## src/rtl/core/dut_pkg.sv

```systemverilog
package dut_pkg;

  localparam int unsigned AGING_RESET   = 30;
  localparam logic [15:0] QUERY_MASK    = 16'hFA00;
  localparam logic [15:0] RESP_MASK     = 16'hF800;
  localparam logic [15:0] RESP_VALUE    = 16'h8000;

  typedef enum logic [2:0] {
    ST_SHORT  = 3'd0,
    ST_NOTDNS = 3'd1,
    ST_ADDED  = 3'd2,
    ST_DUP    = 3'd3,
    ST_FULL   = 3'd4,
    ST_HIT    = 3'd5,
    ST_MISS   = 3'd6
  } status_t;

  typedef struct packed {
    logic        v6;
    logic [63:0] src_hi;
    logic [63:0] src_lo;
    logic [15:0] src_port;
    logic [63:0] dst_hi;
    logic [63:0] dst_lo;
    logic [15:0] dst_port;
    logic [31:0] tstamp;
  } rec_t;

  typedef struct packed {
    logic        age_en;
    logic [31:0] now;
    logic [15:0] interval;
    logic        wr_en;
    logic        del_en;
    rec_t        rec;
  } cmd_t;

endpackage

```

## src/rtl/core/dut_cell.sv

```systemverilog
module dut_cell (
  input  logic          clk,
  input  logic          rst_n,
  input  dut_pkg::cmd_t cmd,
  input  logic          wr_sel,
  input  logic          del_sel,
  output logic          valid,
  output logic          hit,
  output dut_pkg::rec_t rec
);

  logic          valid_r;
  logic          valid_nxt;
  dut_pkg::rec_t rec_r;
  logic [31:0]   age;

  assign age = cmd.now - rec_r.tstamp;
  assign hit = valid_r && rec_r.v6 == cmd.rec.v6 && rec_r.src_hi == cmd.rec.src_hi &&
               rec_r.src_lo == cmd.rec.src_lo && rec_r.src_port == cmd.rec.src_port;

  always_comb begin
    valid_nxt = valid_r;
    if (cmd.age_en && age >= {16'd0, cmd.interval}) valid_nxt = 1'b0;
    if (cmd.del_en && del_sel) valid_nxt = 1'b0;
    if (cmd.wr_en && wr_sel) valid_nxt = 1'b1;
  end

  always_ff @(posedge clk) begin
    if (!rst_n) begin
      valid_r <= 1'b0;
    end else begin
      valid_r <= valid_nxt;
    end
    if (cmd.wr_en && wr_sel) rec_r <= cmd.rec;
  end

  assign valid = valid_r;
  assign rec   = rec_r;

endmodule

```

## config.mk

```make
export PLATFORM = sky130hd
export DESIGN_NAME = dut_cell
export DESIGN_NICKNAME = d
export VERILOG_FILES = /design/src/rtl/core/dut_pkg.sv /design/src/rtl/core/dut_cell.sv
export SDC_FILE = /design/constraint.sdc
export NUM_CORES = 1
export LEC_CHECK = 0
export BUFFER_PORTS_ARGS = -buffer_cell sky130_fd_sc_hd__buf_2
export CAP_MARGIN = 40
export CORE_AREA = 2 2 273 275
export CTS_CLUSTER_SIZE = 30
export DETAILED_ROUTE_END_ITERATION = 12
export DIE_AREA = 0 0 275 277
export REMOVE_ABC_BUFFERS = 1
export SYNTH_ARGS = -nofsm -noshare
export SYNTH_HDL_FRONTEND = slang
export SYNTH_SLANG_ARGS = --single-unit
```

## constraint.sdc

```tcl
create_clock -name clk -period 8.4 [get_ports clk]
set_clock_uncertainty 0.1 [all_clocks]
set_input_delay 0.84 -clock clk [delete_from_list [all_inputs] [get_ports clk]]
set_output_delay 0.84 -clock clk [all_outputs]
set_load 0.02 [all_outputs]
```

==> run metrics, run 1 <==
std cell rows=100; CP Launch Type=register; Layout Utilization=27.0%; first-pass GRT wire length=75.3 mm; share of layout cells above drive strength 1=45.5%; Hold Path Sink=rec[82]$_DFFE_PP_; Synth area leaders=edfxtp_1 (69%), ha_1 (4.2%), xnor2_1 (3.6%); hold slack=368 ps; Post-Syn Area=14000 um2; Final Setup Violations=0; reg2reg setup slack=3880 ps; full die area=76200 um2; critical path class=register to register; Max stage delay on crit path=450 ps; post-CTS setup buffer count=0; Synth Area per Inst=14.7 um2; Hold Fails Final Rpt=0; Root Buffer=clkbuf_16; max-slew violations=0; worst slew pin tran=1150 ps; Primary FF master, synth=edfxtp_1; vias per inst=4.12; global placer's final weighted congestion=0.916; Final nets=2104; Period minus WS final=4520 ps; sw frac=27.9%; First DRT Iteration DRCs=766; Synth cell types=72; CTS Hold Bufs=0; YS warnings=0; Comb pwr share=16.8%; top cell type by total area after synthesis=edfxtp_1; commonest non-fill, non-tap cell in the layout=buf_2; setup TNS=0 ps; total track usage=13.2%; Core Area=73600 um2; Final Cycle Share=53.8%; vias in the first global route=11.6k; total wire length=52.5 mm; initial antenna violation count=8; CTS Buf Count=41; Area Overhead vs Synth=42.3%; post-DP HPWL=42.9 mm; initial core utilization=19.0%; Worst Path Max Fanout=4; Required @ worst endpoint=8780 ps; pwr dens=218 nW/um2; Max IR drop VDD=0.184 mV; path depth of the worst reg2reg path=18; worst-skew pair later-pin latency=540 ps; footprint of the multi-input gates=3820 um2; Pre-antenna DRT Iters=5; cts repair resizes=0; leak pwr=8.30 nW; Synth Register Bits=322; routed len/inst=19.6 um; Max Fclk=0.221 GHz; # DRC=0; Port Buffers=698; # clock sinks=322; min-delay worst type=input pin to register; Rel. slew slack=23.2%; largest net degree at the start of global routing=164; status=complete, no violations; CTS H-Tree Depth=2; Critical path origin=rec[1]$_DFFE_PP_; worst-path cell chain=inv_1 > ha_1 > nor2b_4 > o31a_1 > o31a_1 > a31oi_4 > o21ai_0 > xor2_1 > ha_1 > a211oi_1 > nor2_1 > nor3_1 > nand4_1 > a2111oi_2 > o2111ai_1 > nor4_2 > or4b_1 > o21ai_1; sequential share of power=45.0%; commonest cells after routing, fill and taps aside=buf_2 (699), edfxtp_1 (321), inv_1 (109); Worst-path clk slew=60 ps; Cells after Synth=950; slowest library cell on the worst path=edfxtp_1; reg-to-reg endpoint=valid$_SDFFE_PN0P_; DRT antenna net count=0; CTS tree=yes; critical path arrival=4900 ps; I/O pin cnt=699; Clock Power Share=38.2%; Worst setup EP type=register; Chip Height=277 um; RSZ-0062 raised after global routing=no; Max Cap Violations=0; RR Startpoint=rec[1]$_DFFE_PP_; Reg area=9660 um2; Die X=275 um; sequential area share after synthesis=69.2%; Pint=3.12 mW; HP Start=cmd[82]; Post-synth EDFFs=321; DR vias=11.0k; Max clock buf depth=3; Filler Cells Inserted=7718; share of Yosys cell area claimed by the top area cell type=69.0%; Overflow after GRT=0; net switching power=1.21 mW; hold depth=1; FFs w/ async S/R, synth=0%
metal layers:
| metal | track usage, % | share of wire [%] |
|---|---|---|
| met3 | 3.22 | 7.0 |
| met5 | 0 | 0.051 |
| met4 | 3.38 | 2.0 |
| met1 | 16.2 | 41 |
| met2 | 22.9 | 50 |
flip-flops by register name, indices dropped and copies added (netlist names):
| register | cells |
|---|---|
| rec | 321 |
| valid | 1 |
kinds of logic after synthesis:
kind of cell,share of synthesized area [%]
DFF,69.2
buffers and inverters,3.48
AOI/OAI and AO/OA,9.48
adders and majority gates,4.35
and+or+nand+nor,6.36
muxes,0.143
xor gates and xnor gates,7.02
through the flow:
stage / std cells / total power [mW] / area [um2] / setup slack, ps
2_1_floorplan: 935 / 2.40 / 13900 / -821
3_3_place_gp: 2605 / 2.70 / 18600 / 3470
3_5_place_dp: 2606 / 2.71 / 18600 / 3380
4_1_cts: 2677 / 4.39 / 19900 / 3880
5_1_grt: 2677 / 4.51 / 19900 / 3580
6_report: 2678 / 4.33 / 19900 / 3880
area by class of cell:
| type | instances | share of cell area, % |
|---|---|---|
| Timing Repair Buffer | 702 | 17.8 |
| Clock inverter | 21 | 0.869 |
| Clock buffer | 50 | 5.33 |
| Antenna cell | 1 | 0.0126 |
| Inverter | 109 | 2.06 |
| Tap cell | 969 | 6.10 |
| Sequential cell | 322 | 48.6 |
| Multi-Input combinational cell | 504 | 19.2 |
synthesized netlist by cell type (all sizes together), types with 4 or more instances:
| cell | n |
|---|---|
| a2111oi | 6 |
| a21o | 10 |
| a21oi | 39 |
| a221oi | 13 |
| a22o | 4 |
| buf | 10 |
| clkbuf | 5 |
| edfxtp | 321 |
| ha | 47 |
| inv | 109 |
| nand2 | 33 |
| nand2b | 8 |
| nand3 | 9 |
| nand3b | 5 |
| nand4 | 31 |
| nor2 | 23 |
| nor2b | 5 |
| nor3 | 15 |
| nor4 | 25 |
| o2111ai | 6 |
| o211ai | 5 |
| o21a | 5 |
| o21ai | 31 |
| o21bai | 4 |
| o22ai | 19 |
| o2bb2ai | 11 |
| xnor2 | 58 |
| xor2 | 54 |
power by group through the flow:
| stage | Clock (mW) | Sequential (mW) | Combinational, mW |
|---|---|---|---|
| after detailed placement | 0 | 1.98 | 0.729 |
| after floorplan | 0 | 2.13 | 0.270 |
| after global routing | 1.77 | 1.96 | 0.785 |
| final | 1.65 | 1.95 | 0.727 |
| after global placement | 0 | 1.98 | 0.721 |
| after CTS | 1.71 | 1.95 | 0.731 |
critical path, delay by kind of cell (launching register included):
family          cells  cell delay (ps)
compound gates      8             1930
fa+ha+maj           2              540
buf+inv             1               90
simple gates        6             1170
flops               1              450
xor+xnor            1              180
worst max-delay path by stage:
stage	to	slack, ps	cells after the start
finish	valid$_SDFFE_PN0P_	3880	18
global route	valid$_SDFFE_PN0P_	3580	18
CTS	hit	3880	7
detailed placement	valid$_SDFFE_PN0P_	3380	18
global placement	valid$_SDFFE_PN0P_	3470	18
floorplan	valid$_SDFFE_PN0P_	-820	3
Note: power is estimated with default switching activity, not from simulation.
==> run 2: changes to the inputs <==
==> constraint.sdc (replaced) <==
create_clock -name clk -period 4.55 [get_ports clk]
set_clock_uncertainty 0.1 [all_clocks]
set_input_delay 0.455 -clock clk [delete_from_list [all_inputs] [get_ports clk]]
set_output_delay 0.455 -clock clk [all_outputs]
set_load 0.02 [all_outputs]
==> run metrics, run 2 (synthesis results as in run 1) <==
status=complete, no violations; Hold Fails Final Rpt=0; commonest cells after routing, fill and taps aside=buf_2 (698), edfxtp_1 (321), dlygate4sd3_1 (313); routed len/inst=19.0 um; path depth of the worst reg2reg path=20; post-DP HPWL=43.2 mm; worst-path cell chain=inv_1 > ha_1 > nor2b_4 > o31a_1 > o31a_1 > buf_4 > o21ai_1 > nand2b_1 > a21o_1 > a21oi_2 > xnor2_1 > ha_1 > a21o_1 > a21oi_1 > o21ai_1 > a2111oi_2 > o2111ai_2 > nor4_2 > or4b_1 > o21ai_1; Max stage delay on crit path=450 ps; std cell rows=100; # clock sinks=322; CP Launch Type=register; Period minus WS final=4280 ps; reg2reg setup slack=270 ps; Worst-path clk slew=50 ps; DRT antenna net count=0; cell mode on critical path=o21ai_1; share of layout cells above drive strength 1=39.6%; critical path arrival=4660 ps; # DRC=0; Chip Height=277 um; Root Buffer=clkbuf_16; vias per inst=4.17; hold depth=1; Final Cycle Share=94.2%; max-slew violations=0; total track usage=14.3%; Required @ worst endpoint=4930 ps; full die area=76200 um2; Final nets=2429; CTS Buf Count=40; Port Buffers=698; HP Start=cmd[28]; Die X=275 um; Max Cap Violations=0; Max clock buf depth=3; vias in the first global route=13.5k; Rel. slew slack=49.7%; worst slew pin tran=754 ps; largest net degree at the start of global routing=101; Largest register FFs=321; Layout Utilization=31.8%; pre-CTS worst setup slack=43.5 ps; slowest library cell on the worst path=or4b_1; RSZ-0062 raised after global routing=no; reg-to-reg endpoint=valid$_SDFFE_PN0P_; CTS H-Tree Depth=2; First DRT Iteration DRCs=767; Overflow after GRT=0; total wire length=57.1 mm; Final Setup Violations=0; commonest non-fill, non-tap cell in the layout=buf_2; worst-skew pair later-pin latency=550 ps; RR Startpoint=rec[1]$_DFFE_PP_; post-route cell area=23400 um2; CTS tree=yes; I/O pin cnt=699; global placer's final weighted congestion=0.928; Max IR drop VDD=0.327 mV; initial core utilization=19.0%; first-pass GRT wire length=82.7 mm; min-delay worst type=input pin to register; critical path class=register to register; leak pwr=9.79 nW; DP Area=18700 um2; Hold Path Sink=rec[28]$_DFFE_PP_; Max Fclk=0.233 GHz; pwr dens=373 nW/um2; PnR worst setup slack=266 ps; Area Overhead vs Synth=67.5%; Filler Cells Inserted=7344; DR vias=12.6k; Worst setup EP type=register; Worst Path Max Fanout=3; Core Area=73600 um2; Critical path origin=rec[1]$_DFFE_PP_; Pre-antenna DRT Iters=6; initial antenna violation count=8
[run 2: where the power goes]
part / switching [mW] / internal [mW] / total [mW]
combinational: 0.919 / 0.697 / 1.62
sequential: 0.106 / 3.50 / 3.60
clock: 1.36 / 2.15 / 3.50
total: 2.38 / 6.34 / 8.72
[run 2: how the worst max path moves through the flow]
stage	to	cells after the start	slack [ps]
after floorplan	valid$_SDFFE_PN0P_	3	-4290
after detailed placement	valid$_SDFFE_PN0P_	20	40
after global routing	valid$_SDFFE_PN0P_	20	50
final	valid$_SDFFE_PN0P_	20	270
after CTS	valid$_SDFFE_PN0P_	20	130
after global placement	valid$_SDFFE_PN0P_	19	100
[run 2: area by class of cell]
type | count | area (um2) | share of cell area, %
well taps | 969 | 1210 | 5.18
inverters | 109 | 409 | 1.75
clock buffers | 42 | 1010 | 4.31
multi-input cells | 504 | 3850 | 16.5
diodes | 5 | 12.5 | 0.0535
flip-flops and latches | 322 | 9660 | 41.3
repair buffers | 1028 | 6800 | 29.1
clock inverters | 31 | 444 | 1.90
[run 2: layer usage]
metal	vias to the layer above	global-route usage, %	share of wire (%)
met2	602	25.4	51
met3	111	3.25	6.8
li1	5736	-	-
met1	6096	16.6	39
met5	-	0	0.077
met4	6	5.36	3.4
[run 2: critical path, delay by kind of cell, from the launching register on]
family / cells / cell delay (ps)
fa+ha+maj: 2 / 400
buf+inv: 2 / 240
flops: 1 / 410
compound gates: 11 / 2170
xor+xnor: 1 / 80
simple gates: 4 / 830
[run 2: repair_timing]
action,in CTS,in global routing
endpoints found under the hold margin,313,0
endpoints found under the setup margin,0,1
hold buffers,313,0
resized for setup,0,11
buffers inserted,0,3
[run 2: per-stage QoR]
| stage | hold slack (ps) | setup TNS (ps) | power, mW | std cells |
|---|---|---|---|---|
| detailed placement | 533 | 0 | 5.02 | 2616 |
| global route | 9.51 | 0 | 9.05 | 3008 |
| global placement | 531 | 0 | 5.00 | 2616 |
| floorplan | 454 | -1280020 | 4.43 | 935 |
| finish | 36.4 | 0 | 8.72 | 3010 |
| CTS | 6.02 | 0 | 8.77 | 3002 |
==> run 3: changes to the inputs <==
--- a/config.mk
+++ b/config.mk
@@ -7,11 +7,13 @@
 export LEC_CHECK = 0
 export BUFFER_PORTS_ARGS = -buffer_cell sky130_fd_sc_hd__buf_2
 export CAP_MARGIN = 40
-export CORE_AREA = 2 2 273 275
+export CORE_AREA = 2 2 275 277
 export CTS_CLUSTER_SIZE = 30
 export DETAILED_ROUTE_END_ITERATION = 12
-export DIE_AREA = 0 0 275 277
+export DIE_AREA = 0 0 277 279
+export MAX_ROUTING_LAYER = met4
 export REMOVE_ABC_BUFFERS = 1
+export SETUP_SLACK_MARGIN = 0.05
 export SYNTH_ARGS = -nofsm -noshare
 export SYNTH_HDL_FRONTEND = slang
 export SYNTH_SLANG_ARGS = --single-unit
==> run metrics, run 3 (synthesis results as in run 1) <==
Max Fclk=0.234 GHz; Max IR drop VDD=0.326 mV; commonest non-fill, non-tap cell in the layout=buf_2; Filler Cells Inserted=7455; Worst setup EP type=register; PnR worst setup slack=284 ps; total wire length=57.6 mm; Hold Fails Final Rpt=0; std cell rows=100; DRT antenna net count=0; Required @ worst endpoint=4960 ps; first-pass GRT wire length=82.2 mm; vias in the first global route=13.3k; full die area=77300 um2; RR Startpoint=rec[1]$_DFFE_PP_; pwr dens=359 nW/um2; # clock sinks=322; largest net degree at the start of global routing=75; CTS Buf Count=40; Area Overhead vs Synth=66.3%; critical path arrival=4670 ps; Port Buffers=698; CP Launch Type=register; Final Setup Violations=0; Largest register FFs=321; Chip Height=279 um; First DRT Iteration DRCs=918; Period minus WS final=4270 ps; leak pwr=9.71 nW; pre-CTS worst setup slack=45.1 ps; DR vias=12.4k; I/O pin cnt=699; worst-skew pair later-pin latency=570 ps; Final nets=2432; RSZ-0062 raised after global routing=no; Max Cap Violations=0; # DRC=0; status=complete, no violations; HP Start=cmd[313]; Final Cycle Share=93.8%; initial core utilization=18.9%; Rel. slew slack=42.7%; initial antenna violation count=8; CTS tree=yes; Root Buffer=clkbuf_16; max-slew violations=0; worst slew pin tran=860 ps; Max clock buf depth=3; Die X=277 um; post-DP HPWL=43.8 mm; Worst Path Max Fanout=3; setup TNS=0 ps; Critical path origin=rec[1]$_DFFE_PP_; share of layout cells above drive strength 1=38.7%; vias per inst=4.12; global placer's final weighted congestion=0.897; total track usage=14.6%; critical path class=register to register; Overflow after GRT=0; footprint of the multi-input gates=3840 um2; min-delay worst type=input pin to register; Pre-antenna DRT Iters=5; Worst-path clk slew=70 ps; Reg area=9660 um2; commonest cells after routing, fill and taps aside=buf_2 (698), edfxtp_1 (321), dlygate4sd3_1 (318); routed len/inst=19.1 um; Core Area=74100 um2; CTS H-Tree Depth=2
==> run 3: changes by cell type in the layout (fill, tap and decap cells not counted), sizes merged, moves of 2 or more <==
cell / change
bufinv: -6
clkinvlp: -4
clkbuf: +7
dlygate4sd3: +5
buf: -2
clkinv: -2
==> run 3: timing repair <==
| action | CTS | global route |
|---|---|---|
| gates resized for setup | 0 | 5 |
| setup buffers | 0 | 2 |
| setup endpoints to repair | 0 | 1 |
| hold buffers | 318 | 0 |
| endpoints found under the hold margin | 318 | 0 |
==> run 3: path summary, 6_finish.rpt <==
kind | endpoint | slack, ps | cells past startpoint
max | valid$_SDFFE_PN0P_ | 280 | 20
min | rec[313]$_DFFE_PP_ | 80 | 1
max reg2reg | valid$_SDFFE_PN0P_ | 280 | 20
min reg2reg | valid$_SDFFE_PN0P_ | 640 | 4
==> run 3: report_power, final <==
part | total, mW | switching, mW | internal (mW) | leakage (nW)
clock | 3.14 | 1.34 | 1.81 | 0.613
sequential | 3.60 | 0.102 | 3.49 | 3.02
combinational | 1.61 | 0.916 | 0.690 | 6.08
==> run 3: cell type report <==
class,instances,share of cell area (%)
Antenna cell,5,0.0539
Inverter,109,1.76
Multi-Input combinational cell,504,16.5
Sequential cell,322,41.6
Clock inverter,20,1.02
Timing Repair Buffer,1031,29.4
Tap cell,969,5.22
Clock buffer,49,4.45
==> run 3: metrics by stage <==
step | cell area [um2] | utilization (%) | hold slack (ps) | cells | power, mW
finish | 23200 | 31.4 | 75.1 | 3009 | 8.35
global route | 23200 | 31.4 | 40.0 | 3009 | 8.68
detailed placement | 18700 | 25.3 | 533 | 2615 | 5.01
CTS | 23200 | 31.3 | 24.1 | 3002 | 8.42
global placement | 18700 | 25.3 | 531 | 2615 | 5.00
floorplan | 13900 | - | 454 | 935 | 4.43
==> run 3: critical path: stages, from the launching register on <==
cell and delay, ps:
edfxtp_1 420, inv_1 80, ha_1 230, nor2b_4 140
o31a_1 270, o31a_1 330, buf_4 160, a31oi_4 150
buf_4 160, o21bai_2 90, xor2_1 150, ha_1 180
inv_1 60, o2111ai_1 110, nor4_1 250, nand4_1 150
a2111oi_2 230, o2111ai_1 200, nor4_2 160, or4b_1 460
o21ai_1 130
==> run 3: routing by layer <==
layer | wire (um) | vias up | track usage (%)
met3 | 4830 | 134 | 4.28
met4 | 2350 | 0 | 6.16
met1 | 22100 | 5909 | 16.3
met5 | 0 | - | -
li1 | - | 5740 | -
met2 | 28300 | 622 | 24.3
